File: config.mk
export PLATFORM = sky130hd
export DESIGN_NAME = block_mean_color_pixelate_flat
export DESIGN_NICKNAME = d
export VERILOG_FILES = /design/src/hw/rtl/bmcp_pkg.sv /design/src/hw/rtl/bmcp_intf.sv /design/src/hw/rtl/block_mean_color_pixelate.sv /design/src/hw/rtl/bmcp_ctrl.sv /design/src/hw/rtl/bmcp_dp.sv /design/src/flat_wrapper.sv
export SDC_FILE = /design/constraint.sdc
export NUM_CORES = 2
export LEC_CHECK = 0
export ABC_AREA = 1
export BUFFER_PORTS_ARGS = -buffer_cell sky130_fd_sc_hd__buf_4
export CAP_MARGIN = 40
export CORE_MARGIN = 3
export CORE_UTILIZATION = 35
export CTS_CLUSTER_SIZE = 24
export DETAILED_ROUTE_END_ITERATION = 10
export PLACE_DENSITY_LB_ADDON = 0.25
export SYNTH_ARGS = -nofsm -noshare
export SYNTH_HDL_FRONTEND = slang
export SYNTH_HIERARCHICAL = 1
export SYNTH_SLANG_ARGS = --single-unit
File: constraint.sdc
create_clock -name clk -period 11 [get_ports clk]
set_input_delay 0 -clock clk [delete_from_list [all_inputs] [get_ports clk]]
set_output_delay 0 -clock clk [all_outputs]
set_load 0.05 [all_outputs]
File: src/hw/rtl/bmcp_pkg.sv
// Shared constants, register indexes and control/status types for the block-mean pixelator.
`timescale 1ns / 1ps

package bmcp_pkg;

    // Default bounds handed to the top-level parameters
    localparam int MAX_BLOCK_SIDE    = 64;
    localparam int MAX_BLOCKS_ACROSS = 64;

    // Block rows down the frame saturate here
    localparam int MAX_BLOCKS_DOWN = 64;

    // Fixed field widths
    localparam int PIX_W      = 8;
    localparam int TILE_W     = 6;
    localparam int QUO_W      = 8;
    localparam int CFG_IDX_W  = 3;
    localparam int CFG_DATA_W = 7;
    localparam int CMP_W      = CFG_DATA_W + 1;

    // Register value after reset
    localparam logic [CFG_DATA_W-1:0] CFG_RESET = 7'd8;

    // Configuration register indexes
    typedef enum logic [CFG_IDX_W-1:0] {
        REG_BLOCK_WIDTH   = 3'd0,
        REG_BLOCK_HEIGHT  = 3'd1,
        REG_BLOCKS_ACROSS = 3'd2,
        REG_BLOCKS_DOWN   = 3'd3
    } cfg_index_t;

    typedef struct packed {
        logic [PIX_W-1:0] red;
        logic [PIX_W-1:0] green;
        logic [PIX_W-1:0] blue;
    } pixel_t;

    typedef struct packed {
        logic [TILE_W-1:0] tile_row;
        logic [TILE_W-1:0] tile_col;
        logic [PIX_W-1:0]  mean_red;
        logic [PIX_W-1:0]  mean_green;
        logic [PIX_W-1:0]  mean_blue;
        logic              frame_done;
    } tile_t;

    typedef struct packed {
        logic                  we;
        logic [CFG_IDX_W-1:0]  index;
        logic [CFG_DATA_W-1:0] data;
    } cfg_wr_t;

    // Controller to datapath
    typedef struct packed {
        logic take;
        logic update;
        logic div_step;
        logic publish;
    } ctrl_cmd_t;

    // Datapath to controller
    typedef struct packed {
        logic last;
        logic div_last;
        logic out_free;
    } dp_sts_t;

endpackage

File: src/hw/rtl/bmcp_intf.sv
// Stream interfaces for pixels, finished tiles and configuration writes.
`timescale 1ns / 1ps

interface bmcp_pix_if;
    logic                        valid;
    logic                        ready;
    logic [bmcp_pkg::PIX_W-1:0]  red_in;
    logic [bmcp_pkg::PIX_W-1:0]  green_in;
    logic [bmcp_pkg::PIX_W-1:0]  blue_in;

    modport source (output valid, red_in, green_in, blue_in, input ready);
    modport sink   (input valid, red_in, green_in, blue_in, output ready);
endinterface

interface bmcp_tile_if;
    logic                        valid;
    logic                        ready;
    logic [bmcp_pkg::TILE_W-1:0] tile_row;
    logic [bmcp_pkg::TILE_W-1:0] tile_col;
    logic [bmcp_pkg::PIX_W-1:0]  mean_red;
    logic [bmcp_pkg::PIX_W-1:0]  mean_green;
    logic [bmcp_pkg::PIX_W-1:0]  mean_blue;
    logic                        frame_done;

    modport source (output valid, tile_row, tile_col, mean_red, mean_green, mean_blue,
                    frame_done, input ready);
    modport sink   (input valid, tile_row, tile_col, mean_red, mean_green, mean_blue,
                    frame_done, output ready);
endinterface

interface bmcp_cfg_if;
    logic                            valid;
    logic                            ready;
    logic [bmcp_pkg::CFG_IDX_W-1:0]  index;
    logic [bmcp_pkg::CFG_DATA_W-1:0] data;

    modport source (output valid, index, data, input ready);
    modport sink   (input valid, index, data, output ready);
endinterface

File: src/hw/rtl/block_mean_color_pixelate.sv
// Top level of the block-mean mosaic pixelator.
//
//   Channel  Dir  Payload                                                  Transfer
//   pix      in   red_in, green_in, blue_in                                valid & ready
//   tile     out  tile_row, tile_col, mean_red/green/blue, frame_done      valid & ready
//   cfg      in   index (0 width, 1 height, 2 across, 3 down), data        valid & ready
//
// A pixel is transferred with a column sum read, then accumulated and written back.
// A pixel that closes a block is transferred and accumulated, then takes 8 divider steps
// (one quotient bit per step, three channels in parallel), then loads the output register once it is free.
// Reset and every write to a listed register invalidate the column sums and clear the position.
// A held tile stalls the block only when the next tile is ready to publish.
`timescale 1ns / 1ps

module block_mean_color_pixelate #(
    parameter int MAX_BLOCK_SIDE    = bmcp_pkg::MAX_BLOCK_SIDE,
    parameter int MAX_BLOCKS_ACROSS = bmcp_pkg::MAX_BLOCKS_ACROSS
) (
    input  logic        clk,
    input  logic        rst_n,
    bmcp_pix_if.sink    pix,
    bmcp_tile_if.source tile,
    bmcp_cfg_if.sink    cfg
);

    bmcp_pkg::ctrl_cmd_t cmd;
    bmcp_pkg::dp_sts_t   sts;
    bmcp_pkg::cfg_wr_t   cfg_wr;
    bmcp_pkg::pixel_t    pix_data;
    bmcp_pkg::tile_t     tile_data;
    logic                in_ready;
    logic                out_valid;

    // Configuration writes are always taken
    assign cfg.ready    = 1'b1;
    assign cfg_wr.we    = cfg.valid;
    assign cfg_wr.index = cfg.index;
    assign cfg_wr.data  = cfg.data;

    assign pix.ready      = in_ready;
    assign pix_data.red   = pix.red_in;
    assign pix_data.green = pix.green_in;
    assign pix_data.blue  = pix.blue_in;

    assign tile.valid      = out_valid;
    assign tile.tile_row   = tile_data.tile_row;
    assign tile.tile_col   = tile_data.tile_col;
    assign tile.mean_red   = tile_data.mean_red;
    assign tile.mean_green = tile_data.mean_green;
    assign tile.mean_blue  = tile_data.mean_blue;
    assign tile.frame_done = tile_data.frame_done;

    bmcp_ctrl u_ctrl (
        .clk      (clk),
        .rst_n    (rst_n),
        .in_valid (pix.valid),
        .in_ready (in_ready),
        .sts      (sts),
        .cmd      (cmd)
    );

    bmcp_dp #(
        .MAX_BLOCK_SIDE    (MAX_BLOCK_SIDE),
        .MAX_BLOCKS_ACROSS (MAX_BLOCKS_ACROSS)
    ) u_dp (
        .clk       (clk),
        .rst_n     (rst_n),
        .cfg_wr    (cfg_wr),
        .pix       (pix_data),
        .out_ready (tile.ready),
        .out_valid (out_valid),
        .out_tile  (tile_data),
        .cmd       (cmd),
        .sts       (sts)
    );

endmodule

File: src/hw/rtl/bmcp_ctrl.sv
// Controller state machine: sequences accept, accumulate, divide and publish.
`timescale 1ns / 1ps

module bmcp_ctrl (
    input  logic                clk,
    input  logic                rst_n,
    input  logic                in_valid,
    output logic                in_ready,
    input  bmcp_pkg::dp_sts_t   sts,
    output bmcp_pkg::ctrl_cmd_t cmd
);

    typedef enum logic [3:0] {
        ST_IDLE    = 4'b0001,
        ST_UPDATE  = 4'b0010,
        ST_DIVIDE  = 4'b0100,
        ST_PUBLISH = 4'b1000
    } state_t;

    state_t state_reg;
    state_t state_next;

    // Hold state
    always_ff @(posedge clk or negedge rst_n)
    begin
        if (!rst_n)
        begin
            state_reg <= ST_IDLE;
        end
        else
        begin
            state_reg <= state_next;
        end
    end

    // Decode state into datapath commands
    always_comb
    begin
        state_next = state_reg;
        cmd        = '0;
        in_ready   = (state_reg == ST_IDLE);
        case (state_reg)
            ST_IDLE:
            begin
                if (in_valid)
                begin
                    cmd.take   = 1'b1;
                    state_next = ST_UPDATE;
                end
            end
            ST_UPDATE:
            begin
                cmd.update = 1'b1;
                state_next = sts.last ? ST_DIVIDE : ST_IDLE;
            end
            ST_DIVIDE:
            begin
                cmd.div_step = 1'b1;
                if (sts.div_last)
                begin
                    state_next = ST_PUBLISH;
                end
            end
            ST_PUBLISH:
            begin
                if (sts.out_free)
                begin
                    cmd.publish = 1'b1;
                    state_next  = ST_IDLE;
                end
            end
            default:
            begin
                state_next = ST_IDLE;
            end
        endcase
    end

    // A transfer is always followed by its accumulate cycle
    a_take_then_update: assert property (@(posedge clk) disable iff (!rst_n)
        cmd.take |=> cmd.update)
        else $error("accepted pixel not followed by update");

    // A pixel that closes no block frees the input right away
    a_plain_pixel_returns: assert property (@(posedge clk) disable iff (!rst_n)
        (cmd.update && !sts.last) |=> in_ready)
        else $error("input not ready after plain pixel");

    // Hold off the input while a closed block is divided
    a_close_blocks_input: assert property (@(posedge clk) disable iff (!rst_n)
        (cmd.update && sts.last) |=> !in_ready)
        else $error("input ready during divide");

endmodule

File: src/hw/rtl/bmcp_dp.sv
// Datapath: config registers, position counters, column sum memory, divider, output register.
`timescale 1ns / 1ps

module bmcp_dp #(
    parameter int MAX_BLOCK_SIDE    = bmcp_pkg::MAX_BLOCK_SIDE,
    parameter int MAX_BLOCKS_ACROSS = bmcp_pkg::MAX_BLOCKS_ACROSS
) (
    input  logic                clk,
    input  logic                rst_n,
    input  bmcp_pkg::cfg_wr_t   cfg_wr,
    input  bmcp_pkg::pixel_t    pix,
    input  logic                out_ready,
    output logic                out_valid,
    output bmcp_pkg::tile_t     out_tile,
    input  bmcp_pkg::ctrl_cmd_t cmd,
    output bmcp_pkg::dp_sts_t   sts
);

    localparam int CFG_MAX  = 2 ** bmcp_pkg::CFG_DATA_W - 1;
    localparam int SIDE_EFF = (MAX_BLOCK_SIDE < CFG_MAX) ? MAX_BLOCK_SIDE : CFG_MAX;
    localparam int COLS_EFF = (MAX_BLOCKS_ACROSS < CFG_MAX) ? MAX_BLOCKS_ACROSS : CFG_MAX;
    localparam int SIDE_W   = $clog2(SIDE_EFF + 1);
    localparam int COL_W    = (COLS_EFF > 1) ? $clog2(COLS_EFF) : 1;
    localparam int CNT_W    = $clog2(COLS_EFF + 1);
    localparam int N_W      = $clog2(SIDE_EFF * SIDE_EFF + 1);
    localparam int SUM_W    = $clog2((2 ** bmcp_pkg::PIX_W - 1) * SIDE_EFF * SIDE_EFF + 1);
    localparam int STEP_W   = $clog2(bmcp_pkg::QUO_W);
    localparam int CMP_W    = bmcp_pkg::CMP_W;
    localparam int CFG_W    = bmcp_pkg::CFG_DATA_W;

    // Zero acts as one, large values saturate
    function automatic logic [CFG_W-1:0] clamp_reg(input logic [CFG_W-1:0] v,
                                                   input logic [CFG_W-1:0] hi);
        logic [CFG_W-1:0] r;
        begin
            r = v;
            if (v == '0)
            begin
                r = CFG_W'(1);
            end
            else if (v > hi)
            begin
                r = hi;
            end
            return r;
        end
    endfunction

    logic [CFG_W-1:0] bw_cfg_reg;
    logic [CFG_W-1:0] bh_cfg_reg;
    logic [CFG_W-1:0] ba_cfg_reg;
    logic [CFG_W-1:0] bd_cfg_reg;

    logic [SIDE_W-1:0] bw;
    logic [SIDE_W-1:0] bh;
    logic [CNT_W-1:0]  ba;
    logic [CFG_W-1:0]  bd;
    logic [N_W-1:0]    npix;

    logic restart;

    logic [SIDE_W-1:0]             x_reg, x_next;
    logic [SIDE_W-1:0]             y_reg, y_next;
    logic [COL_W-1:0]              col_reg, col_next;
    logic [bmcp_pkg::TILE_W-1:0]   row_reg, row_next;

    logic [CMP_W-1:0] x_inc, y_inc, col_inc, row_inc;
    logic             x_wrap, y_wrap, col_wrap, row_wrap;
    logic             block_last;
    logic             frame_last;

    logic [COLS_EFF-1:0] valid_reg;

    logic [2:0][SUM_W-1:0] mem [COLS_EFF];
    logic [2:0][SUM_W-1:0] rd_data_reg;
    logic                  rd_valid_reg;
    logic [2:0][SUM_W-1:0] sum_new;
    logic [2:0][bmcp_pkg::PIX_W-1:0] pix_reg;

    logic [SUM_W-1:0]                rem_reg [3];
    logic [bmcp_pkg::QUO_W-1:0]      quo_reg [3];
    logic [SUM_W-1:0]                div_reg;
    logic [STEP_W-1:0]               div_cnt_reg;
    logic [2:0]                      ge;

    logic [bmcp_pkg::TILE_W-1:0] res_row_reg;
    logic [bmcp_pkg::TILE_W-1:0] res_col_reg;
    logic                        res_done_reg;

    logic            out_valid_reg;
    bmcp_pkg::tile_t out_tile_reg;

    // Clamp configuration into working values
    always_comb
    begin
        bw   = SIDE_W'(clamp_reg(bw_cfg_reg, CFG_W'(SIDE_EFF)));
        bh   = SIDE_W'(clamp_reg(bh_cfg_reg, CFG_W'(SIDE_EFF)));
        ba   = CNT_W'(clamp_reg(ba_cfg_reg, CFG_W'(COLS_EFF)));
        bd   = clamp_reg(bd_cfg_reg, CFG_W'(bmcp_pkg::MAX_BLOCKS_DOWN));
        npix = N_W'(bw * bh);
    end

    // Any write to a listed register restarts the frame
    assign restart = cfg_wr.we &&
                     (cfg_wr.index == bmcp_pkg::REG_BLOCK_WIDTH   ||
                      cfg_wr.index == bmcp_pkg::REG_BLOCK_HEIGHT  ||
                      cfg_wr.index == bmcp_pkg::REG_BLOCKS_ACROSS ||
                      cfg_wr.index == bmcp_pkg::REG_BLOCKS_DOWN);

    // Write configuration registers
    always_ff @(posedge clk or negedge rst_n)
    begin
        if (!rst_n)
        begin
            bw_cfg_reg <= bmcp_pkg::CFG_RESET;
            bh_cfg_reg <= bmcp_pkg::CFG_RESET;
            ba_cfg_reg <= bmcp_pkg::CFG_RESET;
            bd_cfg_reg <= bmcp_pkg::CFG_RESET;
        end
        else if (cfg_wr.we)
        begin
            case (cfg_wr.index)
                bmcp_pkg::REG_BLOCK_WIDTH:   bw_cfg_reg <= cfg_wr.data;
                bmcp_pkg::REG_BLOCK_HEIGHT:  bh_cfg_reg <= cfg_wr.data;
                bmcp_pkg::REG_BLOCKS_ACROSS: ba_cfg_reg <= cfg_wr.data;
                bmcp_pkg::REG_BLOCKS_DOWN:   bd_cfg_reg <= cfg_wr.data;
                default:
                begin
                end
            endcase
        end
    end

    // Advance raster position
    always_comb
    begin
        x_inc   = CMP_W'(x_reg) + CMP_W'(1);
        y_inc   = CMP_W'(y_reg) + CMP_W'(1);
        col_inc = CMP_W'(col_reg) + CMP_W'(1);
        row_inc = CMP_W'(row_reg) + CMP_W'(1);

        x_wrap   = x_inc >= CMP_W'(bw);
        y_wrap   = y_inc >= CMP_W'(bh);
        col_wrap = col_inc >= CMP_W'(ba);
        row_wrap = row_inc >= CMP_W'(bd);

        block_last = x_wrap && y_wrap;
        frame_last = row_wrap && col_wrap;

        x_next   = x_reg;
        y_next   = y_reg;
        col_next = col_reg;
        row_next = row_reg;
        if (cmd.update)
        begin
            x_next = SIDE_W'(x_inc);
            if (x_wrap)
            begin
                x_next   = '0;
                col_next = COL_W'(col_inc);
                if (col_wrap)
                begin
                    col_next = '0;
                    y_next   = SIDE_W'(y_inc);
                    if (y_wrap)
                    begin
                        y_next   = '0;
                        row_next = bmcp_pkg::TILE_W'(row_inc);
                        if (row_wrap)
                        begin
                            row_next = '0;
                        end
                    end
                end
            end
        end
    end

    // Hold position and column valid bits
    always_ff @(posedge clk or negedge rst_n)
    begin
        if (!rst_n)
        begin
            x_reg     <= '0;
            y_reg     <= '0;
            col_reg   <= '0;
            row_reg   <= '0;
            valid_reg <= '0;
        end
        else if (restart)
        begin
            x_reg     <= '0;
            y_reg     <= '0;
            col_reg   <= '0;
            row_reg   <= '0;
            valid_reg <= '0;
        end
        else
        begin
            x_reg   <= x_next;
            y_reg   <= y_next;
            col_reg <= col_next;
            row_reg <= row_next;
            if (cmd.update)
            begin
                valid_reg[col_reg] <= !block_last;
            end
        end
    end

    // Add the pixel to the column sums
    always_comb
    begin
        for (int i = 0; i < 3; i++)
        begin
            sum_new[i] = (rd_valid_reg ? rd_data_reg[i] : SUM_W'(0)) + SUM_W'(pix_reg[i]);
        end
    end

    // Column sum memory: read on transfer, write back on update unless the block closes
    always_ff @(posedge clk)
    begin
        if (cmd.take)
        begin
            rd_data_reg <= mem[col_reg];
        end
        if (cmd.update && !block_last)
        begin
            mem[col_reg] <= sum_new;
        end
    end

    // Capture pixel and column valid bit
    always_ff @(posedge clk)
    begin
        if (cmd.take)
        begin
            pix_reg[2]   <= pix.red;
            pix_reg[1]   <= pix.green;
            pix_reg[0]   <= pix.blue;
            rd_valid_reg <= valid_reg[col_reg];
        end
    end

    // Compare each remainder against the shifted divisor
    always_comb
    begin
        for (int i = 0; i < 3; i++)
        begin
            ge[i] = rem_reg[i] >= div_reg;
        end
    end

    // Restoring divider, one quotient bit per step
    always_ff @(posedge clk)
    begin
        if (cmd.update && block_last)
        begin
            for (int i = 0; i < 3; i++)
            begin
                rem_reg[i] <= sum_new[i];
                quo_reg[i] <= '0;
            end
            div_reg      <= SUM_W'(npix) << (bmcp_pkg::QUO_W - 1);
            res_row_reg  <= row_reg;
            res_col_reg  <= bmcp_pkg::TILE_W'(col_reg);
            res_done_reg <= frame_last;
        end
        else if (cmd.div_step)
        begin
            for (int i = 0; i < 3; i++)
            begin
                if (ge[i])
                begin
                    rem_reg[i] <= rem_reg[i] - div_reg;
                end
                quo_reg[i] <= {quo_reg[i][bmcp_pkg::QUO_W-2:0], ge[i]};
            end
            div_reg <= div_reg >> 1;
        end
    end

    // Count divider steps
    always_ff @(posedge clk or negedge rst_n)
    begin
        if (!rst_n)
        begin
            div_cnt_reg <= '0;
        end
        else if (cmd.update)
        begin
            div_cnt_reg <= '0;
        end
        else if (cmd.div_step)
        begin
            div_cnt_reg <= div_cnt_reg + STEP_W'(1);
        end
    end

    // Output register valid flag
    always_ff @(posedge clk or negedge rst_n)
    begin
        if (!rst_n)
        begin
            out_valid_reg <= 1'b0;
        end
        else if (cmd.publish)
        begin
            out_valid_reg <= 1'b1;
        end
        else if (out_ready)
        begin
            out_valid_reg <= 1'b0;
        end
    end

    // Output register payload
    always_ff @(posedge clk)
    begin
        if (cmd.publish)
        begin
            out_tile_reg.tile_row   <= res_row_reg;
            out_tile_reg.tile_col   <= res_col_reg;
            out_tile_reg.mean_red   <= quo_reg[2];
            out_tile_reg.mean_green <= quo_reg[1];
            out_tile_reg.mean_blue  <= quo_reg[0];
            out_tile_reg.frame_done <= res_done_reg;
        end
    end

    assign out_valid    = out_valid_reg;
    assign out_tile     = out_tile_reg;
    assign sts.last     = block_last;
    assign sts.div_last = (div_cnt_reg == STEP_W'(bmcp_pkg::QUO_W - 1));
    assign sts.out_free = !out_valid_reg || out_ready;

    // Closing a block leaves its column reading as zero
    a_close_clears_column: assert property (@(posedge clk) disable iff (!rst_n)
        (cmd.update && block_last) |=> !valid_reg[$past(col_reg)])
        else $error("closed column still marked valid");

    // Divider starts from its first step after a block closes
    a_divider_restarts: assert property (@(posedge clk) disable iff (!rst_n)
        (cmd.update && block_last) |=> (div_cnt_reg == '0))
        else $error("divider step count not cleared");

    // Publishing fills the output register
    a_publish_fills_output: assert property (@(posedge clk) disable iff (!rst_n)
        cmd.publish |=> out_valid_reg)
        else $error("published tile not presented");

endmodule
File: src/flat_wrapper.sv
// flat-port wrapper written by rule: the top's interface ports become plain ports
module block_mean_color_pixelate_flat 
#(
    parameter int MAX_BLOCK_SIDE    = bmcp_pkg::MAX_BLOCK_SIDE,
    parameter int MAX_BLOCKS_ACROSS = bmcp_pkg::MAX_BLOCKS_ACROSS
)
  (clk, rst_n, pix_valid, pix_red_in, pix_green_in, pix_blue_in, pix_ready, tile_valid, tile_tile_row, tile_tile_col, tile_mean_red, tile_mean_green, tile_mean_blue, tile_frame_done, tile_ready, cfg_valid, cfg_index, cfg_data, cfg_ready);
  bmcp_pix_if pix_i ();
  bmcp_tile_if tile_i ();
  bmcp_cfg_if cfg_i ();
  input  logic clk;
  input  logic rst_n;
  input wire logic [$bits(pix_i.valid)-1:0] pix_valid;
  input wire logic [$bits(pix_i.red_in)-1:0] pix_red_in;
  input wire logic [$bits(pix_i.green_in)-1:0] pix_green_in;
  input wire logic [$bits(pix_i.blue_in)-1:0] pix_blue_in;
  output wire logic [$bits(pix_i.ready)-1:0] pix_ready;
  output wire logic [$bits(tile_i.valid)-1:0] tile_valid;
  output wire logic [$bits(tile_i.tile_row)-1:0] tile_tile_row;
  output wire logic [$bits(tile_i.tile_col)-1:0] tile_tile_col;
  output wire logic [$bits(tile_i.mean_red)-1:0] tile_mean_red;
  output wire logic [$bits(tile_i.mean_green)-1:0] tile_mean_green;
  output wire logic [$bits(tile_i.mean_blue)-1:0] tile_mean_blue;
  output wire logic [$bits(tile_i.frame_done)-1:0] tile_frame_done;
  input wire logic [$bits(tile_i.ready)-1:0] tile_ready;
  input wire logic [$bits(cfg_i.valid)-1:0] cfg_valid;
  input wire logic [$bits(cfg_i.index)-1:0] cfg_index;
  input wire logic [$bits(cfg_i.data)-1:0] cfg_data;
  output wire logic [$bits(cfg_i.ready)-1:0] cfg_ready;
  assign pix_i.valid = pix_valid;
  assign pix_i.red_in = pix_red_in;
  assign pix_i.green_in = pix_green_in;
  assign pix_i.blue_in = pix_blue_in;
  assign pix_ready = pix_i.ready;
  assign tile_valid = tile_i.valid;
  assign tile_tile_row = tile_i.tile_row;
  assign tile_tile_col = tile_i.tile_col;
  assign tile_mean_red = tile_i.mean_red;
  assign tile_mean_green = tile_i.mean_green;
  assign tile_mean_blue = tile_i.mean_blue;
  assign tile_frame_done = tile_i.frame_done;
  assign tile_i.ready = tile_ready;
  assign cfg_i.valid = cfg_valid;
  assign cfg_i.index = cfg_index;
  assign cfg_i.data = cfg_data;
  assign cfg_ready = cfg_i.ready;
  block_mean_color_pixelate #(.MAX_BLOCK_SIDE(MAX_BLOCK_SIDE), .MAX_BLOCKS_ACROSS(MAX_BLOCKS_ACROSS)) u_core (.clk(clk), .rst_n(rst_n), .pix(pix_i), .tile(tile_i), .cfg(cfg_i));
endmodule
-- Yosys cells after proc, flatten, opt, wreduce, memory -nomap -nowiden
Memory sizes are Yosys's and may differ from the RTL's. A register that Yosys moved wholly into a read port is not among the register bits.
Cells that the tools add are included.
- add/subtract/negate cells: 11
- multiply operators: 1
- magnitude comparators: 13
- equality and inequality tests: 11
- multiplexer cells: 78
- bitwise operators: 6
- reduce and logical (&&, ||, !) cells: 32
- operators with widths (kind ; count):
    20-bit 2-to-1 mux ; 8
    64-bit 2-to-1 mux ; 2
    7-bit 2-to-1 mux ; 16
    64-bit bitwise mux ; 1
    20-bit by 8-bit adder with 20-bit output ; 3
    20-bit greater-or-equal comparator ; 3
    6-bit 2-to-1 mux ; 10
    20-bit subtractor ; 3
    1-bit 2-to-1 mux ; 29
    7-bit greater-than comparator, second input constant ; 4
    7-bit logical NOT ; 4
    8-bit 2-to-1 mux ; 3
    7-bit by 1-bit adder with 8-bit output, second input constant ; 2
    8-bit by 7-bit greater-or-equal comparator with 1-bit output ; 2
    4-bit case mux with 4 select lines ; 1
    6-bit by 1-bit adder with 7-bit output, second input constant ; 2
    7-bit greater-or-equal comparator ; 2
    2-bit nonzero test ; 7
    7-bit by 7-bit multiplier with 13-bit output ; 1
    4-bit 2-to-1 mux ; 3
    2-bit AND reduction ; 5
    3-bit 2-to-1 mux ; 3
    6-bit by 7-bit < comparator with 1-bit output, second input constant ; 1
    1-bit binary-select mux with 6-bit select ; 1
    19 further kinds ; 36
- bits in registers: 221
- bits in writable memories: 3924
- input bits: 39
- output and inout bits: 40
- word-level logic and storage cells: 182
- memories kept: 3
- memory list (memory ; words ; bits a word ; rd ports ; clocked after Yosys merged registers in ; wr ports ; RTL line ; source):
    u_core.u_dp.mem ; 64 ; 60 ; 1 ; 1 ; 1 ; bmcp_dp.sv:74 ; logic [2:0][SUM_W-1:0] mem [COLS_EFF];
    u_core.u_dp.rem_reg ; 3 ; 20 ; 3 ; 0 ; 3 ; bmcp_dp.sv:80 ; logic [SUM_W-1:0] rem_reg [3];
    u_core.u_dp.quo_reg ; 3 ; 8 ; 3 ; 0 ; 3 ; bmcp_dp.sv:81 ; logic [bmcp_pkg::QUO_W-1:0] quo_reg [3];

-- Longest topological paths before layout
- depth in word-level cells: 10
- gate-level depth with buffers: 24
- depth with buffers taken out: 24

-- Cells and area by module
Netlist, hierarchy kept.
- modules (own cells, without submodules) (module ; times used ; cells an instance ; area each (µm²) ; sequential area each (µm²)):
    bmcp_dp ; 1 ; 12643 ; 165944.2 ; 125475.3
    bmcp_ctrl ; 1 ; 35 ; 250.2 ; 101.3
    block_mean_color_pixelate ; 1 ; 2 ; 11.3 ; 0.0

-- Worst setup path before layout
No wires, ideal clock.
- path type: flip-flop to flip-flop
- from: register u_core.u_dp.rd_valid_reg
- to: memory u_core/u_dp/mem[0][34] in the netlist's numbering, data pin
- setup time: 0.542 ns
- arrival: 4.600 ns
- slack: 5.858 ns
- stages on the path, launching flop included: 17
- period minus slack after synthesis: 5.142 ns
- path through: edfxtp_1 > buf_2 > buf_2 > buf_2 > buf_1 > clkbuf_1 > nand2_1 > inv_1 > ha_1 > inv_1 > fa_1 > o21ai_0 > nand2_1 > nand2_1 > nand2_1 > nor2_1 > xor2_1
- RTL lines (what ; RTL line ; source):
    start, declared ; bmcp_dp.sv:76 ; logic rd_valid_reg;
    start signal, assigned ; bmcp_dp.sv:241 ; rd_valid_reg <= valid_reg[col_reg];
    end, declared ; bmcp_dp.sv:74 ;

==> results.cfg <==
[run_status]
outcome = finished clean

[sta]
setup_viol = 0
skew_ns = 0.0600
rsz0062_at_grt = false
fin_crit_ns = 5.57
finalCritPeriodShare = 0.507
final-hold-violation-count = 0
clock.fmax_ghz = 0.179
maxSlewViolCount = 0
maxSlewHeadroom = 0.274
finalSetupTns_ns = 0
worst_pin_slew_ns = 1.09

[finish]
final_common_cell = edfxtp_1
final_cell_mix = 4072 x edfxtp_1, 3967 x nand2_1, 762 x inv_1
n_fill_cell = 43635
layout-drive-gt1-share = 0.0812
syn2layout_area_growth_pct = 15.0
final_cells = 19568
seq_area_um2 = 126000
num-nets-final = 13199
multi_input_area_um2 = 35900
largest_register_ffs = 3840

[floorplanning]
num_rows = 252
die_w_um = 695
fp.dieH_um = 695
die_area_um2 = 483000
coreArea_um2 = 472000
io-pin-count = 79
initial_core_util = 0.352

[job]
cap_violations = 0

[synth]
seq_area_frac_synth = 0.756
synth_compound_area_frac = 0.0627
synth_edf_count = 4072
synthTopCellsByArea = edfxtp_1 74%, nand2_1 9.0%, inv_1 1.9%, dfrtp_1 1.8%, nand4_1 1.5%
yosys.area.top_type = edfxtp_1
syn-cell-area_um2 = 166000
synthXorXnorAreaFrac = 0.00564
synth_fa_ha_area_frac = 0.0146
synth_mux_area_frac = 0.0000602
synthFlopType = edfxtp_1
syn-instance-count = 12680
ys_seq_elements = 4205
synth_top_cell_area_share = 0.736
synth-simple-area-share = 0.128
synth_top_family_by_area = simple AND/OR/NAND/NOR gates
syn_nets = 12896
yosysUniqueCellTypes = 56
yosys_warnings = 6
synthArstFlopShare = 0.0300
synth_area_per_cell_um2 = 13.1

[cts]
clk_path_buf_depth = 4
postCtsSetupBuffers = 0
cts_htree_levels = 5
numCtsBuffers = 434
ctsResizeCount = 0
clock-sinks = 4205
cts_tree = built
path_clk_slew_ns = 0.06
cts_hold_buf = 79
root_buffer = clkbuf_16
clk_latency_ns = 1.02

[critical_path]
cp_slowest_cell = buf_4
end_kind = flop
slowest_delay_ns = 0.67
cp_common_cell = nor2_1
path_max_fanout = 48
critPathRequiredTime_ns = 11.60
start_kind = flop
crit_type = flop to flop
cp.arrival_ns = 6.18
cp_cell_sequence = nor4_1 > nand3_1 > nand2_1 > inv_1 > nor2_1 > inv_1 > ha_1 > a21oi_1 > nor2_1 > nor2_1 > nand3_2 > nand2_2 > inv_2 > nor2_4 > buf_4 > nand2_1 > inv_6 > buf_4

[detailed_routing]
postRouteAntennaNets = 0
drt_iter0_drc = 14467
wirelength_um = 578000
avgRoutedWirePerCell_um = 29.6
drc = 0
via_per_inst = 5.48
first_pass_iters = 8
vias = 107290

[global_route]
antenna_found_initial = 28
gr-total-overflow = 0
grt_max_degree = 135
grt_pass1_wl_um = 803000
grt_pass1_vias = 100951
grtUsageTotal = 0.234

[power_and_ir_drop]
p_sw_uw = 15000
power_uw = 45800
internal-power_uw = 30800
power_frac_comb = 0.231
pwr-share-clk = 0.312
ir_drop_uv = 279
switching_share = 0.327
seqPwrFrac = 0.458
p_leak_uw = 0.0673
powerDensity_nw_per_um2 = 240

[place]
place.gp.congestion = 0.868
hpwlAfterDp_um = 327000
portBuffers = 77
dp.cells = 18690

[worst_hold_path]
hold_class = input port to async pin
[through the flow]
| step | hold WS, ns | setup slack, ns | area [um^2] | util |
|---|---|---|---|---|
| 2_1_floorplan | -0.296 | 5.86 | 166000 | - |
| 3_3_place_gp | 0.00744 | 5.33 | 175000 | 0.371 |
| 3_5_place_dp | 0.00880 | 5.46 | 177000 | 0.374 |
| 4_1_cts | 0.00955 | 5.45 | 191000 | 0.405 |
| 5_1_grt | 0.0768 | 5.12 | 191000 | 0.405 |
| 6_report | 0.0747 | 5.43 | 191000 | 0.405 |
[cell usage after synthesis, types with 8 or more instances]
cell / instances
a221oi_1: 255
nor2_1: 503
nor3_1: 23
ha_1: 148
o22ai_1: 8
nor4_1: 11
edfxtp_1: 4072
a22oi_1: 164
a21oi_1: 237
inv_1: 828
clkbuf_1: 237
nand3_2: 10
o21ai_1: 66
o21ai_0: 470
buf_1: 45
nand4_1: 402
and3_1: 19
a21o_1: 8
inv_2: 12
dfrtp_1: 121
o2111ai_1: 190
o31ai_1: 12
buf_2: 262
o211ai_1: 54
xor2_1: 75
a211oi_1: 47
fa_1: 29
nand3_1: 254
xnor2_1: 32
nand2_1: 3981
a22o_1: 26
[path summary, 6_finish.rpt]
kind                                                        from                               endpoint  slack [ns]  cells after the start
min                                                        rst_n  u_core/u_dp/ba_cfg_reg[5]$_DFFE_PN0P_        0.07                      4
min reg2reg                 u_core/u_dp/res_col_reg[5]$_DFFE_PP_     u_core/u_dp/out_tile[30]$_DFFE_PP_        0.42                      0
max                        u_core/u_dp/bw_cfg_reg[2]$_DFFE_PN0P_      u_core/u_dp/mem[54][59]$_DFFE_PP_        5.43                     18
min in group clk                                    cfg_index[1]  u_core/u_dp/bd_cfg_reg[3]$_DFFE_PN1P_        0.16                      4
max reg2reg                u_core/u_dp/bw_cfg_reg[2]$_DFFE_PN0P_      u_core/u_dp/mem[54][59]$_DFFE_PP_        5.43                     18
max in group asynchronous                                  rst_n  u_core/u_dp/valid_reg[27]$_DFFE_PN0P_        9.77                      6
[metal layers]
layer | GRT usage | share of wire | vias up
li1 | - | - | 46099
met1 | 0.325 | 0.41 | 54713
met2 | 0.373 | 0.46 | 5519
met3 | 0.0383 | 0.094 | 955
met4 | 0.0796 | 0.038 | 4
met5 | 0 | 0.000047 | -
[final cells by class]
| type | instances | area share |
|---|---|---|
| sequential | 4205 | 0.657 |
| multi-input combinational | 7078 | 0.188 |
| timing repair buffer | 421 | 0.0250 |
| inverter | 843 | 0.0184 |
| tap | 6223 | 0.0407 |
| antenna | 11 | 0.000144 |
| clock buffer | 539 | 0.0596 |
| clock inverter | 248 | 0.0113 |
[power by group through the flow]
stage          clock network (uW)  registers [uW]  logic [uW]
6_report                    14300           21000       10600
5_1_grt                     15100           21000       11300
4_1_cts                     14500           20900       10500
3_5_place_dp                    0           21300       10500
3_3_place_gp                    0           21300       10300
2_1_floorplan                   0           21200        5350
[critical path, delay by kind of cell, from the launching register on]
| family | cells | cell delay, ns |
|---|---|---|
| fa+ha+maj | 1 | 0.34 |
| flops | 1 | 0.42 |
| buf+inv | 6 | 2.16 |
| compound gates | 1 | 0.19 |
| simple gates | 10 | 1.99 |
[cell families after synthesis]
group,Yosys count
and+or+nand+nor,5227
adders and majority gates,177
buffers and inverters,1397
muxes,1
xor gates and xnor gates,107
DFF,4205
AOI/OAI and AO/OA,1565
other,1
No activity file was read; power rests on OpenSTA's default activity.
